===== src/mrlm_pkg.sv =====
// ----------------------------------------------------------------------------
// mrlm_pkg: shared definitions for the modem response line matcher
// Beat layouts, field codes, register indexes and sizing constants.
// ----------------------------------------------------------------------------
package mrlm_pkg;

    // Line store and recent-character window sizing.
    localparam int LINE_MAX    = 64;
    localparam int LINE_AW     = $clog2(LINE_MAX);
    localparam int PATTERN_MAX = 16;
    localparam int FILL_W      = $clog2(PATTERN_MAX + 1);
    localparam int PIDX_W      = $clog2(PATTERN_MAX);

    // Configuration port sizing.
    localparam int CFG_AW = 6;
    localparam int CFG_DW = 64;

    // Register indexes (paddr divided by eight).
    localparam logic [2:0] REG_TERMINATOR     = 3'd0;
    localparam logic [2:0] REG_TIMEOUT_TICKS  = 3'd1;
    localparam logic [2:0] REG_GAP_TICKS      = 3'd2;
    localparam logic [2:0] REG_PATTERN_LOW    = 3'd3;
    localparam logic [2:0] REG_PATTERN_HIGH   = 3'd4;
    localparam logic [2:0] REG_PATTERN_LENGTH = 3'd5;

    // Character constants.
    localparam logic [7:0] CHAR_LF = 8'h0A;
    localparam logic [7:0] CHAR_CR = 8'h0D;
    localparam logic [7:0] CHAR_O  = 8'h4F;
    localparam logic [7:0] CHAR_K  = 8'h4B;
    localparam logic [7:0] CHAR_E  = 8'h45;
    localparam logic [7:0] CHAR_R  = 8'h52;

    localparam logic [7:0] GAP_SAT = 8'hFF;

    typedef enum logic [1:0] {
        KIND_START = 2'd0,
        KIND_BYTE  = 2'd1,
        KIND_TICK  = 2'd2
    } kind_t;

    typedef enum logic [1:0] {
        OUTCOME_TIMEOUT = 2'd0,
        OUTCOME_PATTERN = 2'd1,
        OUTCOME_OK      = 2'd2,
        OUTCOME_ERROR   = 2'd3
    } outcome_t;

    typedef struct packed {
        kind_t      kind;
        logic [7:0] rx_byte;
    } in_item_t;

    typedef struct packed {
        outcome_t   outcome;
        logic [7:0] line_char;
        logic       line_empty;
        logic       last;
    } out_item_t;

endpackage


===== src/mrlm_ram.sv =====
// ----------------------------------------------------------------------------
// mrlm_ram: generic single-write, single-read RAM
// One write port and one read port with registered read data.
// ----------------------------------------------------------------------------
module mrlm_ram #(
    parameter int WIDTH = 8,
    parameter int DEPTH = 64
) (
    input  logic                     clk,
    input  logic                     we,
    input  logic [$clog2(DEPTH)-1:0] waddr,
    input  logic [WIDTH-1:0]         wdata,
    input  logic [$clog2(DEPTH)-1:0] raddr,
    output logic [WIDTH-1:0]         rdata
);

    logic [WIDTH-1:0] mem [DEPTH];
    logic [WIDTH-1:0] rdata_reg;

    always_ff @(posedge clk)
    begin
        if (we)
        begin
            mem[waddr] <= wdata;
        end
        rdata_reg <= mem[raddr];
    end

    assign rdata = rdata_reg;

endmodule


===== src/modem_response_line_matcher.sv =====
// ----------------------------------------------------------------------------
// modem_response_line_matcher: waits for a modem reply line
// Gathers received bytes into lines, matches each closed line against an
// expected pattern, OK and ERROR, and plays out the final line on a match
// or on timeout.
// ----------------------------------------------------------------------------
//  Channel  | Direction | Handshake                  | Beat
//  item     | in        | item_valid / item_ready    | in_item_t  (kind, rx_byte)
//  result   | out       | result_valid / result_ready| out_item_t (one line char)
//  config   | in        | APB psel/penable/pwrite    | 64-bit register, addr 8*i
//
// Each item beat is registered in the item stage and processed from there; a
// new item is taken every cycle while no line is being played out.
// An item that ends the wait starts a run of max(1, line length) result
// beats, one per cycle while result_ready is high, read from the line store
// RAM; the item stage holds during the run.
// Result stalls hold the current beat; the store read address is held too.
// Reset is asynchronous; the line store has no reset and needs no clear.
// ----------------------------------------------------------------------------
module modem_response_line_matcher (
    input  logic                     clk,
    input  logic                     rst_n,
    input  logic                     item_valid,
    output logic                     item_ready,
    input  mrlm_pkg::in_item_t       item,
    output logic                     result_valid,
    input  logic                     result_ready,
    output mrlm_pkg::out_item_t      result,
    input  logic                     psel,
    input  logic                     penable,
    input  logic                     pwrite,
    input  logic [mrlm_pkg::CFG_AW-1:0] paddr,
    input  logic [mrlm_pkg::CFG_DW-1:0] pwdata,
    output logic [mrlm_pkg::CFG_DW-1:0] prdata,
    output logic                     pready
);

    import mrlm_pkg::*;

    // Configuration registers.
    logic [7:0]  terminator_reg,     terminator_next;
    logic [31:0] timeout_ticks_reg,  timeout_ticks_next;
    logic [7:0]  gap_ticks_reg,      gap_ticks_next;
    logic [63:0] pattern_low_reg,    pattern_low_next;
    logic [63:0] pattern_high_reg,   pattern_high_next;
    logic [4:0]  pattern_length_reg, pattern_length_next;

    // Item stage.
    logic        stage_full_reg, stage_full_next;
    in_item_t    stage_reg;

    // Wait and line state.
    logic [LINE_AW-1:0] line_count_reg, line_count_next;
    logic [7:0]         win_reg [PATTERN_MAX];
    logic [7:0]         win_new [PATTERN_MAX];
    logic [FILL_W-1:0]  fill_reg, fill_next;
    logic               pat_seen_reg, pat_seen_next;
    logic               ok_seen_reg, ok_seen_next;
    logic               err_seen_reg, err_seen_next;
    logic               waiting_reg, waiting_next;
    logic               line_open_reg, line_open_next;
    logic [7:0]         gap_count_reg, gap_count_next;
    logic [31:0]        wait_count_reg, wait_count_next;
    logic               win_shift;

    // Playout run.
    logic               run_active_reg, run_active_next;
    outcome_t           run_outcome_reg, run_outcome_next;
    logic               run_empty_reg, run_empty_next;
    logic [LINE_AW-1:0] run_last_reg, run_last_next;
    logic [LINE_AW-1:0] rd_idx_reg, rd_idx_next;

    // Line store port.
    logic               ram_we;
    logic [LINE_AW-1:0] ram_waddr;
    logic [7:0]         ram_rdata;

    // Matching helpers.
    logic [127:0]       pattern_all;
    logic [7:0]         pat_chars [PATTERN_MAX];
    logic [FILL_W-1:0]  plen;
    logic [LINE_AW-1:0] cur_count;
    logic [FILL_W-1:0]  cur_fill;
    logic [FILL_W-1:0]  fill_new;
    logic               cur_pat, cur_ok, cur_err;
    logic               pat_hit, ok_hit, err_hit;
    logic               advance, item_fire, cfg_write;
    logic [2:0]         cfg_idx;
    logic [7:0]         gap_eff;

    assign advance    = stage_full_reg && !run_active_reg;
    assign item_ready = !stage_full_reg || !run_active_reg;
    assign item_fire  = item_valid && item_ready;
    assign pready     = 1'b1;
    assign cfg_write  = psel && penable && pwrite;
    assign cfg_idx    = paddr[5:3];

    assign pattern_all = {pattern_high_reg, pattern_low_reg};
    assign plen = (pattern_length_reg > 5'(PATTERN_MAX)) ? FILL_W'(PATTERN_MAX)
                                                         : FILL_W'(pattern_length_reg);
    assign gap_eff = (gap_ticks_reg == 8'd0) ? 8'd1 : gap_ticks_reg;

    // A newly opened line starts from an empty count, window and flag set.
    assign cur_count = line_open_reg ? line_count_reg : '0;
    assign cur_fill  = line_open_reg ? fill_reg : '0;
    assign cur_pat   = line_open_reg && pat_seen_reg;
    assign cur_ok    = line_open_reg && ok_seen_reg;
    assign cur_err   = line_open_reg && err_seen_reg;
    assign fill_new  = (cur_fill == FILL_W'(PATTERN_MAX)) ? cur_fill : cur_fill + 1'b1;

    always_comb
    begin
        for (int i = 0; i < PATTERN_MAX; i++)
        begin
            pat_chars[i] = pattern_all[8*i +: 8];
        end
        win_new[0] = stage_reg.rx_byte;
        for (int i = 1; i < PATTERN_MAX; i++)
        begin
            win_new[i] = win_reg[i-1];
        end
    end

    // Suffix checks on the window as it stands after the new char goes in.
    // The newest char is at age zero; pattern char i pairs with age plen-1-i.
    always_comb
    begin
        logic              mism;
        logic [PIDX_W-1:0] pidx;
        mism = 1'b0;
        pidx = '0;
        for (int a = 0; a < PATTERN_MAX; a++)
        begin
            if (FILL_W'(a) < plen)
            begin
                pidx = PIDX_W'(plen - FILL_W'(a + 1));
                if (win_new[a] != pat_chars[pidx])
                begin
                    mism = 1'b1;
                end
            end
        end
        pat_hit = (plen > FILL_W'(1)) && (plen <= fill_new) && !mism;
        ok_hit  = (fill_new >= FILL_W'(2)) && (win_new[1] == CHAR_O)
                  && (win_new[0] == CHAR_K);
        err_hit = (fill_new >= FILL_W'(5)) && (win_new[4] == CHAR_E)
                  && (win_new[3] == CHAR_R) && (win_new[2] == CHAR_R)
                  && (win_new[1] == CHAR_O) && (win_new[0] == CHAR_R);
    end

    // Item processing and playout sequencing.
    always_comb
    begin
        logic     finish;
        logic     emit_now;
        outcome_t emit_code;

        finish    = 1'b0;
        emit_now  = 1'b0;
        emit_code = OUTCOME_TIMEOUT;

        stage_full_next  = stage_full_reg;
        line_count_next  = line_count_reg;
        fill_next        = fill_reg;
        pat_seen_next    = pat_seen_reg;
        ok_seen_next     = ok_seen_reg;
        err_seen_next    = err_seen_reg;
        waiting_next     = waiting_reg;
        line_open_next   = line_open_reg;
        gap_count_next   = gap_count_reg;
        wait_count_next  = wait_count_reg;
        win_shift        = 1'b0;
        run_active_next  = run_active_reg;
        run_outcome_next = run_outcome_reg;
        run_empty_next   = run_empty_reg;
        run_last_next    = run_last_reg;
        rd_idx_next      = rd_idx_reg;
        ram_we           = 1'b0;
        ram_waddr        = cur_count;

        if (item_fire)
        begin
            stage_full_next = 1'b1;
        end
        else if (advance)
        begin
            stage_full_next = 1'b0;
        end

        if (advance)
        begin
            case (stage_reg.kind)
                KIND_START:
                begin
                    waiting_next    = 1'b1;
                    line_open_next  = 1'b0;
                    line_count_next = '0;
                    fill_next       = '0;
                    pat_seen_next   = 1'b0;
                    ok_seen_next    = 1'b0;
                    err_seen_next   = 1'b0;
                    gap_count_next  = '0;
                    wait_count_next = '0;
                end
                KIND_BYTE:
                begin
                    if (waiting_reg)
                    begin
                        line_open_next  = 1'b1;
                        line_count_next = cur_count;
                        fill_next       = cur_fill;
                        pat_seen_next   = cur_pat;
                        ok_seen_next    = cur_ok;
                        err_seen_next   = cur_err;
                        gap_count_next  = line_open_reg ? gap_count_reg : 8'd0;
                        if (stage_reg.rx_byte == terminator_reg)
                        begin
                            finish = 1'b1;
                        end
                        else if (stage_reg.rx_byte != CHAR_LF
                                 && stage_reg.rx_byte != CHAR_CR)
                        begin
                            gap_count_next = 8'd0;
                            if (cur_count == LINE_AW'(LINE_MAX - 1))
                            begin
                                // Line count at its limit: the byte is dropped and the line closes.
                                finish = 1'b1;
                            end
                            else
                            begin
                                ram_we          = 1'b1;
                                line_count_next = cur_count + 1'b1;
                                win_shift       = 1'b1;
                                fill_next       = fill_new;
                                pat_seen_next   = cur_pat || pat_hit;
                                ok_seen_next    = cur_ok || ok_hit;
                                err_seen_next   = cur_err || err_hit;
                            end
                        end
                    end
                end
                KIND_TICK:
                begin
                    if (waiting_reg)
                    begin
                        if (wait_count_reg != 32'hFFFF_FFFF)
                        begin
                            wait_count_next = wait_count_reg + 1'b1;
                        end
                        if (line_open_reg)
                        begin
                            if (gap_count_reg != GAP_SAT)
                            begin
                                gap_count_next = gap_count_reg + 1'b1;
                            end
                            if (gap_count_next >= gap_eff)
                            begin
                                finish = 1'b1;
                            end
                        end
                        else if (wait_count_next >= timeout_ticks_reg)
                        begin
                            emit_now = 1'b1;
                        end
                    end
                end
                default:
                begin
                end
            endcase

            if (finish)
            begin
                line_open_next = 1'b0;
                if (cur_count != '0 && plen > FILL_W'(1) && pat_seen_next)
                begin
                    emit_now  = 1'b1;
                    emit_code = OUTCOME_PATTERN;
                end
                else if (cur_count != '0 && ok_seen_next)
                begin
                    emit_now  = 1'b1;
                    emit_code = OUTCOME_OK;
                end
                else if (cur_count != '0 && err_seen_next)
                begin
                    emit_now  = 1'b1;
                    emit_code = OUTCOME_ERROR;
                end
                else if (wait_count_next >= timeout_ticks_reg)
                begin
                    emit_now = 1'b1;
                end
            end

            if (emit_now)
            begin
                waiting_next     = 1'b0;
                line_open_next   = 1'b0;
                run_active_next  = 1'b1;
                run_outcome_next = emit_code;
                run_empty_next   = (line_count_next == '0);
                run_last_next    = line_count_next - 1'b1;
                rd_idx_next      = '0;
            end
        end
        else if (run_active_reg && result_ready)
        begin
            if (run_empty_reg || rd_idx_reg == run_last_reg)
            begin
                run_active_next = 1'b0;
            end
            else
            begin
                rd_idx_next = rd_idx_reg + 1'b1;
            end
        end
    end

    // Configuration writes and reads.
    always_comb
    begin
        terminator_next     = terminator_reg;
        timeout_ticks_next  = timeout_ticks_reg;
        gap_ticks_next      = gap_ticks_reg;
        pattern_low_next    = pattern_low_reg;
        pattern_high_next   = pattern_high_reg;
        pattern_length_next = pattern_length_reg;
        if (cfg_write)
        begin
            case (cfg_idx)
                REG_TERMINATOR:     terminator_next     = pwdata[7:0];
                REG_TIMEOUT_TICKS:  timeout_ticks_next  = pwdata[31:0];
                REG_GAP_TICKS:      gap_ticks_next      = pwdata[7:0];
                REG_PATTERN_LOW:    pattern_low_next    = pwdata;
                REG_PATTERN_HIGH:   pattern_high_next   = pwdata;
                REG_PATTERN_LENGTH: pattern_length_next = pwdata[4:0];
                default:
                begin
                end
            endcase
        end
    end

    always_comb
    begin
        case (cfg_idx)
            REG_TERMINATOR:     prdata = {56'd0, terminator_reg};
            REG_TIMEOUT_TICKS:  prdata = {32'd0, timeout_ticks_reg};
            REG_GAP_TICKS:      prdata = {56'd0, gap_ticks_reg};
            REG_PATTERN_LOW:    prdata = pattern_low_reg;
            REG_PATTERN_HIGH:   prdata = pattern_high_reg;
            REG_PATTERN_LENGTH: prdata = {59'd0, pattern_length_reg};
            default:            prdata = '0;
        endcase
    end

    always_ff @(posedge clk or negedge rst_n)
    begin
        if (!rst_n)
        begin
            terminator_reg     <= 8'd10;
            timeout_ticks_reg  <= 32'd1000;
            gap_ticks_reg      <= 8'd5;
            pattern_low_reg    <= '0;
            pattern_high_reg   <= '0;
            pattern_length_reg <= '0;
            stage_full_reg     <= 1'b0;
            line_count_reg     <= '0;
            fill_reg           <= '0;
            pat_seen_reg       <= 1'b0;
            ok_seen_reg        <= 1'b0;
            err_seen_reg       <= 1'b0;
            waiting_reg        <= 1'b0;
            line_open_reg      <= 1'b0;
            gap_count_reg      <= '0;
            wait_count_reg     <= '0;
            run_active_reg     <= 1'b0;
            run_outcome_reg    <= OUTCOME_TIMEOUT;
            run_empty_reg      <= 1'b0;
            run_last_reg       <= '0;
            rd_idx_reg         <= '0;
        end
        else
        begin
            terminator_reg     <= terminator_next;
            timeout_ticks_reg  <= timeout_ticks_next;
            gap_ticks_reg      <= gap_ticks_next;
            pattern_low_reg    <= pattern_low_next;
            pattern_high_reg   <= pattern_high_next;
            pattern_length_reg <= pattern_length_next;
            stage_full_reg     <= stage_full_next;
            line_count_reg     <= line_count_next;
            fill_reg           <= fill_next;
            pat_seen_reg       <= pat_seen_next;
            ok_seen_reg        <= ok_seen_next;
            err_seen_reg       <= err_seen_next;
            waiting_reg        <= waiting_next;
            line_open_reg      <= line_open_next;
            gap_count_reg      <= gap_count_next;
            wait_count_reg     <= wait_count_next;
            run_active_reg     <= run_active_next;
            run_outcome_reg    <= run_outcome_next;
            run_empty_reg      <= run_empty_next;
            run_last_reg       <= run_last_next;
            rd_idx_reg         <= rd_idx_next;
        end
    end

    // Payload registers: the item stage and the char window.
    always_ff @(posedge clk)
    begin
        if (item_fire)
        begin
            stage_reg <= item;
        end
        if (win_shift)
        begin
            for (int i = 0; i < PATTERN_MAX; i++)
            begin
                win_reg[i] <= win_new[i];
            end
        end
    end

    // The read address follows the next index, so the registered read data
    // always matches the current playout index.
    mrlm_ram #(
        .WIDTH(8),
        .DEPTH(LINE_MAX)
    ) u_line_store (
        .clk   (clk),
        .we    (ram_we),
        .waddr (ram_waddr),
        .wdata (stage_reg.rx_byte),
        .raddr (rd_idx_next),
        .rdata (ram_rdata)
    );

    assign result_valid      = run_active_reg;
    assign result.outcome    = run_outcome_reg;
    assign result.line_char  = run_empty_reg ? 8'd0 : ram_rdata;
    assign result.line_empty = run_empty_reg;
    assign result.last       = run_empty_reg || (rd_idx_reg == run_last_reg);

endmodule


===== config.mk =====
export PLATFORM = sky130hd
export DESIGN_NAME = modem_response_line_matcher
export DESIGN_NICKNAME = d
export VERILOG_FILES = /design/src/mrlm_pkg.sv /design/src/mrlm_ram.sv /design/src/modem_response_line_matcher.sv
export SDC_FILE = /design/constraint.sdc
export NUM_CORES = 2
export LEC_CHECK = 0
export BUFFER_PORTS_ARGS = -buffer_cell sky130_fd_sc_hd__buf_2
export CAP_MARGIN = 20
export CORE_MARGIN = 1
export CORE_UTILIZATION = 50
export DETAILED_ROUTE_END_ITERATION = 10
export GPL_TIMING_DRIVEN = 0
export PLACE_DENSITY = 0.79
export SLEW_MARGIN = 5
export SYNTH_ARGS = -nofsm -noshare
export SYNTH_HDL_FRONTEND = slang
export SYNTH_HIERARCHICAL = 1
export SYNTH_SLANG_ARGS = --single-unit

===== constraint.sdc =====
create_clock -name clk -period 7.1 [get_ports clk]
set_input_delay 0 -clock clk [delete_from_list [all_inputs] [get_ports clk]]
set_output_delay 0 -clock clk [all_outputs]
set_load 0.01 [all_outputs]

Word level (Yosys, flattened, before mapping)

Memory sizes are Yosys's and may differ from the RTL's. A register that Yosys moved wholly into a read port is not among the register bits.
Index checks and enable logic that the tools add are counted.

Register bits after elaboration: 264
Memories kept: 2
Memory bits (writable): 640
Output and inout bits: 79
Word-level logic and storage cells: 381
Input port bits: 87

Equality and inequality tests: 42
Bitwise gates (word level): 16
Add/subtract/negate cells: 22
Reductions and logical operators: 54
Magnitude comparators: 40
Multiplexer cells: 182

Memories:

| name             | depth | width | read ports | clocked after memory_dff | write ports | line                              | RTL |
|---|---|---|---|---|---|---|---|
| u_line_store.mem | 64    | 8     | 1          | 1                        | 1           | mrlm_ram.sv:17                    | `logic [WIDTH-1:0] mem [DEPTH];` |
| win_reg          | 16    | 8     | 15         | 0                        | 16          | modem_response_line_matcher.sv:54 | `logic [7:0] win_reg [PATTERN_MAX];` |

Operators by type and width:

| kind                                                     | count |
|---|---|
| binary-select mux 8 bit (select 4 bit)                   | 16 |
| one-hot mux 64 bit (6 select lines)                      | 1 |
| two-way mux 8 bit                                        | 45 |
| two-way mux 32 bit                                       | 6 |
| inequality test 8 bit                                    | 16 |
| two-way mux 1 bit                                        | 84 |
| greater-or-equal comparator 5 bit, second input constant | 16 |
| NOT 4 -> 5 bit                                           | 16 |
| greater-or-equal comparator 32 bit                       | 2 |
| one-hot mux 32 bit (2 select lines)                      | 1 |
| two-way mux 6 bit                                        | 10 |
| equality test 8 x 7 -> 1 bit, second input constant      | 6 |
| < comparator 4 x 5 -> 1 bit, first input constant        | 8 |
| two-way mux 5 bit                                        | 7 |
| adder 32 x 1 -> 32 bit, second input constant            | 1 |
| inequality test 32 bit, second input constant            | 1 |
| subtractor 4 bit, second input constant                  | 8 |
| one-hot mux 8 bit (3 select lines)                       | 1 |
| logical AND 1 bit                                        | 22 |
| < comparator 3 x 5 -> 1 bit, first input constant        | 4 |
| inequality test 8 x 4 -> 1 bit, second input constant    | 2 |
| AND reduction 2 bit                                      | 8 |
| subtractor 4 x 3 -> 4 bit, second input constant         | 4 |
| adder 6 x 1 -> 6 bit, second input constant              | 2 |
| 42 further kinds                                         | 69 |

Depth between registers and ports, before layout

Depth after elaboration: 55
Depth in mapped cells: 36
Gate-level depth less buffers: 29

By module

Netlist, hierarchy kept.

By module, submodules not included:

| module                      | area an instance (µm²) | cells each | sequential area each (µm²) | instances |
|---|---|---|---|---|
| modem_response_line_matcher | 31027.3                | 3206       | 10272.4                    | 1 |
| mrlm_ram                    | 20190.6                | 972        | 15534.9                    | 1 |

Worst setup path before layout

Ideal clock, no wire load.

Kind: reg2reg
Start: register pattern_length_reg[0]
End: register u_line_store.rdata_reg[7], in the netlist u_line_store/rdata[7] (read register of u_line_store.mem)
Period minus slack after synthesis: 6791 ps
Setup time: 131 ps
Arrival time: 6659 ps
Slack: 309 ps
Buffers on the path: 10
Data required time: 6969 ps
Stages on the path, launching flop included: 28
Path through: dfrtp_1 > buf_2 > nor2b_1 > inv_2 > buf_2 > buf_1 > clkbuf_1 > ha_1 > clkbuf_1 > inv_1 > buf_2 > buf_1 > mux4_2 > mux4_2 > xor2_1 > nor4_1 > a31oi_1 > nor4_1 > nand4_2 > a41oi_4 > buf_6 > o21ai_1 > buf_6 > buf_6 > mux4_2 > mux4_2 > o2111ai_1 > o41ai_1

Cells in the longest elaborated chain, start to end: 55
Elaborated cells between the ends (all ways): 165
Those cells by class: add/sub: 16; order compare: 19; eq/ne: 16; mux: 92; bitwise: 16; reduce/logical: 6

RTL lines:

| element                                              | line                               | RTL |
|---|---|---|
| start: declaration                                   | modem_response_line_matcher.sv:46  | `logic [4:0] pattern_length_reg, pattern_length_next;` |
| start signal: assignment                             | modem_response_line_matcher.sv:391 | `pattern_length_reg <= pattern_length_next;` |
| greater-than comparator 5 bit                        | modem_response_line_matcher.sv:99  | `assign plen = (pattern_length_reg > 5'(PATTERN_MAX)) ? FILL_W'(PATTERN_MAX)` |
| two-way mux 5 bit *                                  | modem_response_line_matcher.sv:99  |  |
| subtractor 4 x 1 -> 4 bit                            | modem_response_line_matcher.sv:136 | `pidx = PIDX_W'(plen - FILL_W'(a + 1));` |
| NOT 4 -> 5 bit (not written as such)                 | modem_response_line_matcher.sv:137 | `if (win_new[a] != pat_chars[pidx])` |
| binary-select mux 8 bit (select 4 bit)               | modem_response_line_matcher.sv:137 |  |
| two-way mux 8 bit (not written as such) (2 in a row) | modem_response_line_matcher.sv:137 |  |
| inequality test 8 bit                                | modem_response_line_matcher.sv:137 |  |
| two-way mux 1 bit                                    | modem_response_line_matcher.sv:137 |  |
| [39 not listed]                                      | -                                  |  |
| two-way mux 1 bit                                    | modem_response_line_matcher.sv:190 | `if (advance)` |
| logical AND 1 bit *                                  | modem_response_line_matcher.sv:275 | `if (cur_count != '0 && plen > FILL_W'(1) && pat_seen_next)` |
| two-way mux 1 bit *                                  | modem_response_line_matcher.sv:275 |  |
| two-way mux 1 bit *                                  | modem_response_line_matcher.sv:272 | `if (finish)` |
| two-way mux 1 bit *                                  | modem_response_line_matcher.sv:190 |  |
| two-way mux 6 bit *                                  | modem_response_line_matcher.sv:296 | `if (emit_now)` |
| two-way mux 6 bit *                                  | modem_response_line_matcher.sv:190 |  |
| net rd_idx_next[0]                                   | modem_response_line_matcher.sv:71  | `logic [LINE_AW-1:0] rd_idx_reg, rd_idx_next;` |
| end: declaration                                     | mrlm_ram.sv:18                     | `logic [WIDTH-1:0] rdata_reg;` |

Mark *: on every way through the listed nets, which the timed path passes. The rest lies on a longest branch. The select of a mux whose other input is x is not followed.
A chain may end at the register's enable or synchronous reset.

Worst setup path after layout

Start: register pattern_length_reg[1]
End: register u_line_store.rdata_reg[4], in the netlist u_line_store/rdata[4] (read register of u_line_store.mem)

The elaborated chain is that of the path after synthesis.

==> results by group <==
Run status
  • Status: complete, but fails checks
  • Failing checks: negative setup slack

Global route
  • Met2 usage: 65.1%
  • Initial antenna violation count: 16
  • Routing usage on met3: 12.7%
  • Met1 usage: between 50% and 60%
  • Largest net degree at the start of global routing: 111
  • First-pass GRT wire length: 317 mm
  • Layer with the highest usage: met2
  • GRT Overall Usage: 44.1%
  • Vias in the first global route: between 40000 and 50000
  • GR Overflow Total: 0

Setup path
  • Crit. End Element: flop
  • Critical path fanouts, max: 10
  • CP cell instances: clkbuf_4 > buf_4 > buf_4 > buf_1 > o22ai_1 > and2_1 > o31ai_1 > xor2_1 > nor4_1 > nand3_2 > a21oi_1 > nor4b_4 > buf_6 > nand4_4 > a41oi_4 > buf_6 > o21ai_4 > buf_12 > buf_16 > mux4_2 > a2111oi_4 > nor3_1 > a22o_1
  • Crit-path slowest cell: a2111oi_4
  • CP arrival: 7.94 ns
  • FF-to-FF End: u_line_store/rdata[4]$_DFF_P_
  • RR Startpoint: pattern_length_reg[1]$_DFFE_PN0P_
  • CP peak stage delay: 0.61 ns
  • WP data required: 7.65 ns
  • Worst r2r path cells: 23
  • Worst setup SP type: flop
  • Crit Path Category: flop to flop
  • FF-to-FF setup slack: -0.29 ns

Cells and area
  • Area growth, synth to finish: 18.6%
  • Post-route cell area: 0.0608 mm²
  • Share of cells above drive strength 1: 24.9%
  • Layout net count: 4796
  • Fill cells: between 7000 and 8000
  • Max reg flops: 512

STA
  • Final Cycle Share: 104%
  • Final hold vios: 0
  • Fin crit period: 7.39 ns
  • Headroom to the max-slew limit: about 18%
  • Clock Skews: 0.0703 ns
  • Max-slew violation count: 0
  • Final setup viols: 8
  • Worst-Margin Slew: 1.23 ns
  • Max Clk Rate: 0.135 GHz
  • Fin worst setup slack: -0.287 ns

Logic synthesis
  • Largest family of logic cells by synthesized area: multiplexers
  • Post-synth cell types: 101
  • Synth Area in XOR/XNOR: 4.23%
  • Register area share after synthesis: 50.4%
  • Top cells by count, synth: 642 x edfxtp_1, 357 x nand2_1, 317 x mux2i_1
  • Ys async rst share: between 20 and 30%
  • Synthesized flop and latch total: about 900
  • Post-synthesis cell count: 4178
  • Syn Area/Cell: approximately 12 µm²
  • Synth Area in Simple Gates: 10.3%
  • Area leader, netlist: edfxtp_1
  • Mapped Nets: 4360
  • Main flop type after synthesis: edfxtp_1
  • Yosys warns: 6
  • Dominant cells by area after synthesis: edfxtp_1 38%, dfrtp_1 12%, mux4_2 8.4%
  • Post-synthesis compound-gate area fraction: 10.6%
  • Most common cell in the synthesized netlist: edfxtp_1
  • Post-synth EDFFs: 642
  • Mux cell area share after synthesis: about a fifth
  • Post-synth design cell area: 0.0512 mm²
  • Adder-cell share of the synthesized area: 2.32%
  • Post-synth top area share: 37.6%

Floorplanning
  • DIE AREA: 0.104 mm²
  • Die width: 322 µm
  • Core Region: 0.102 mm²
  • Die Y: 322 µm
  • I/O pins: about 170
  • Row Count: 117
  • Starting Density: 50.4%

Pwr
  • LEAKAGE: roughly 23 nW
  • Power per cell area: 307 mW/mm²
  • Worst vdd ir: 0.319 mV

Placement
  • Placed Instance Area: 0.0544 mm²
  • Final GP Congestion: 1.08
  • HPWL after DPL: between 150 and 200 mm
  • Post-place setup slack: -4.14 ns
  • Port Buf Inserts: 160

Routing
  • First-pass detailed-route iteration total: 9
  • Final wirelength: 233 mm
  • DRC viols: 0
  • Drt wl/cell: 38.5 µm
  • DR vias: 43261
  • Antenna Nets Post-Route: 0
  • Avg Vias per Cell: 7.13
  • Initial DRC count: 6973

Worst hold path
  • Worst Hold Path EP: stage_reg[9]$_DFFE_PP_
  • Hold Startpoint: item[9]
  • Worst Hold Class: input pin to flop
  • Worst Hold Depth: 2

Clock network
  • Clock Tree Buf Depth: 3
  • CTS Buf Count: between 90 and 100
  • TritonCTS clock tree: built
  • CTS clk-pin slew, worst paths: 0.07 ns
  • Clk_lat worst skew: 0.73 ns
  • Number of H-tree levels: 3
  • Clk sinks: 904
  • Root Buffer: clkbuf_16

Job
  • Total of max-cap violations: 0
## per-stage QoR
| step | hold slack [ns] | util (%) | TNS [ns] | total power, mW | std cells |
|---|---|---|---|---|---|
| after global routing | 0.0128 | 59.8 | -0.925 | 18.9 | 6057 |
| after global placement | 0.176 | 52.9 | -1448.01 | 12.6 | 5706 |
| final | 0.0290 | 59.8 | -0.974 | 18.6 | 6064 |
| after CTS | 0.00390 | 58.8 | 0 | 18.0 | 6016 |
| after floorplan | -0.296 | - | 0 | 10.0 | 4178 |
| after detailed placement | -0.101 | 53.5 | -65.84 | 12.7 | 5737 |
## layout by cell type, fill, tap and decap left out, drive strengths merged, types with 83 or more instances in the layout
cell type,netlist,final
clkbuf,161,282
dfrtp,244,244
mux2i,317,317
mux4,190,190
nand2,358,358
nor2,220,220
xor2,91,91
xnor2,154,154
a21oi,91,91
dlygate4sd3,0,87
inv,80,83
ha,95,95
edfxtp,642,642
mux2,196,196
nand3,85,85
buf,142,399
o21ai,187,187
## worst max-delay path: cells and delay by family (launching register included)
kind / cells / cell delay (ns)
xor gates and xnor gates: 1 / 0.12
buffers and inverters: 8 / 2.40
AOI/OAI and AO/OA: 7 / 2.24
muxes: 1 / 0.53
and+or+nand+nor: 6 / 1.43
DFF: 1 / 0.47
## worst max-delay path by stage
| stage | start | end | slack [ns] | cells after the start |
|---|---|---|---|---|
| after global routing | wait_count_reg[0]$_DFFE_PN0P_ | u_line_store/rdata[4]$_DFF_P_ | -0.23 | 31 |
| after detailed placement | pattern_length_reg[4]$_DFFE_PN0P_ | u_line_store/rdata[7]$_DFF_P_ | -4.14 | 29 |
| final | pattern_length_reg[1]$_DFFE_PN0P_ | u_line_store/rdata[4]$_DFF_P_ | -0.29 | 23 |
| after CTS | wait_count_reg[0]$_DFFE_PN0P_ | u_line_store/rdata[1]$_DFF_P_ | 0.0008 | 33 |
| after global placement | pattern_length_reg[4]$_DFFE_PN0P_ | u_line_store/rdata[7]$_DFF_P_ | -4.91 | 28 |
| after floorplan | pattern_length_reg[0]$_DFFE_PN0P_ | u_line_store/rdata[7]$_DFF_P_ | 0.31 | 27 |
## metal layers
layer / vias to the layer above / routed length, µm
li1: 16940 / -
met1: 21363 / 81700
met2: 3820 / 99800
met3: 1126 / 29300
met4: 12 / 22500
met5: - / 111
## report_power, final
group          switching, mW  internal, mW  total (mW)
Sequential             0.893          5.91        6.80
Combinational           4.26          2.65        6.91
Clock                   2.25          2.67        4.92
Total                   7.40          11.2        18.6
## final cells by class
cell class	count	area (µm²)	share of cell area, %
Clock inverter	44	513	0.844
Timing Repair Buffer	355	2970	4.89
Multi-Input combinational cell	2888	24900	41.0
Sequential cell	904	25800	42.5
Clock buffer	123	2490	4.11
Inverter	83	330	0.544
Buffer	291	2000	3.29
Tap cell	1368	1710	2.82
Antenna cell	8	20.0	0.0329
## cells by family after synthesis
| logic type | count (synthesis) |
|---|---|
| adder cells (fa/ha/maj) | 95 |
| AO/OA/AOI/OAI | 784 |
| multiplexers | 703 |
| buffers and inverters | 386 |
| XOR/XNOR | 245 |
| flip-flops | 904 |
| other | 1 |
| AND/OR/NAND/NOR | 1060 |
## timing repair
item | 4_1_cts | 5_1_grt
pin swaps | 30 | 40
endpoints found under the hold margin | 349 | 0
gates resized for setup | 322 | 158
setup buffers | 31 | 43
cloned | 0 | 2
setup endpoints to repair | 26 | 8
hold buffers | 88 | 0
(Power assumes the default switching activity.)
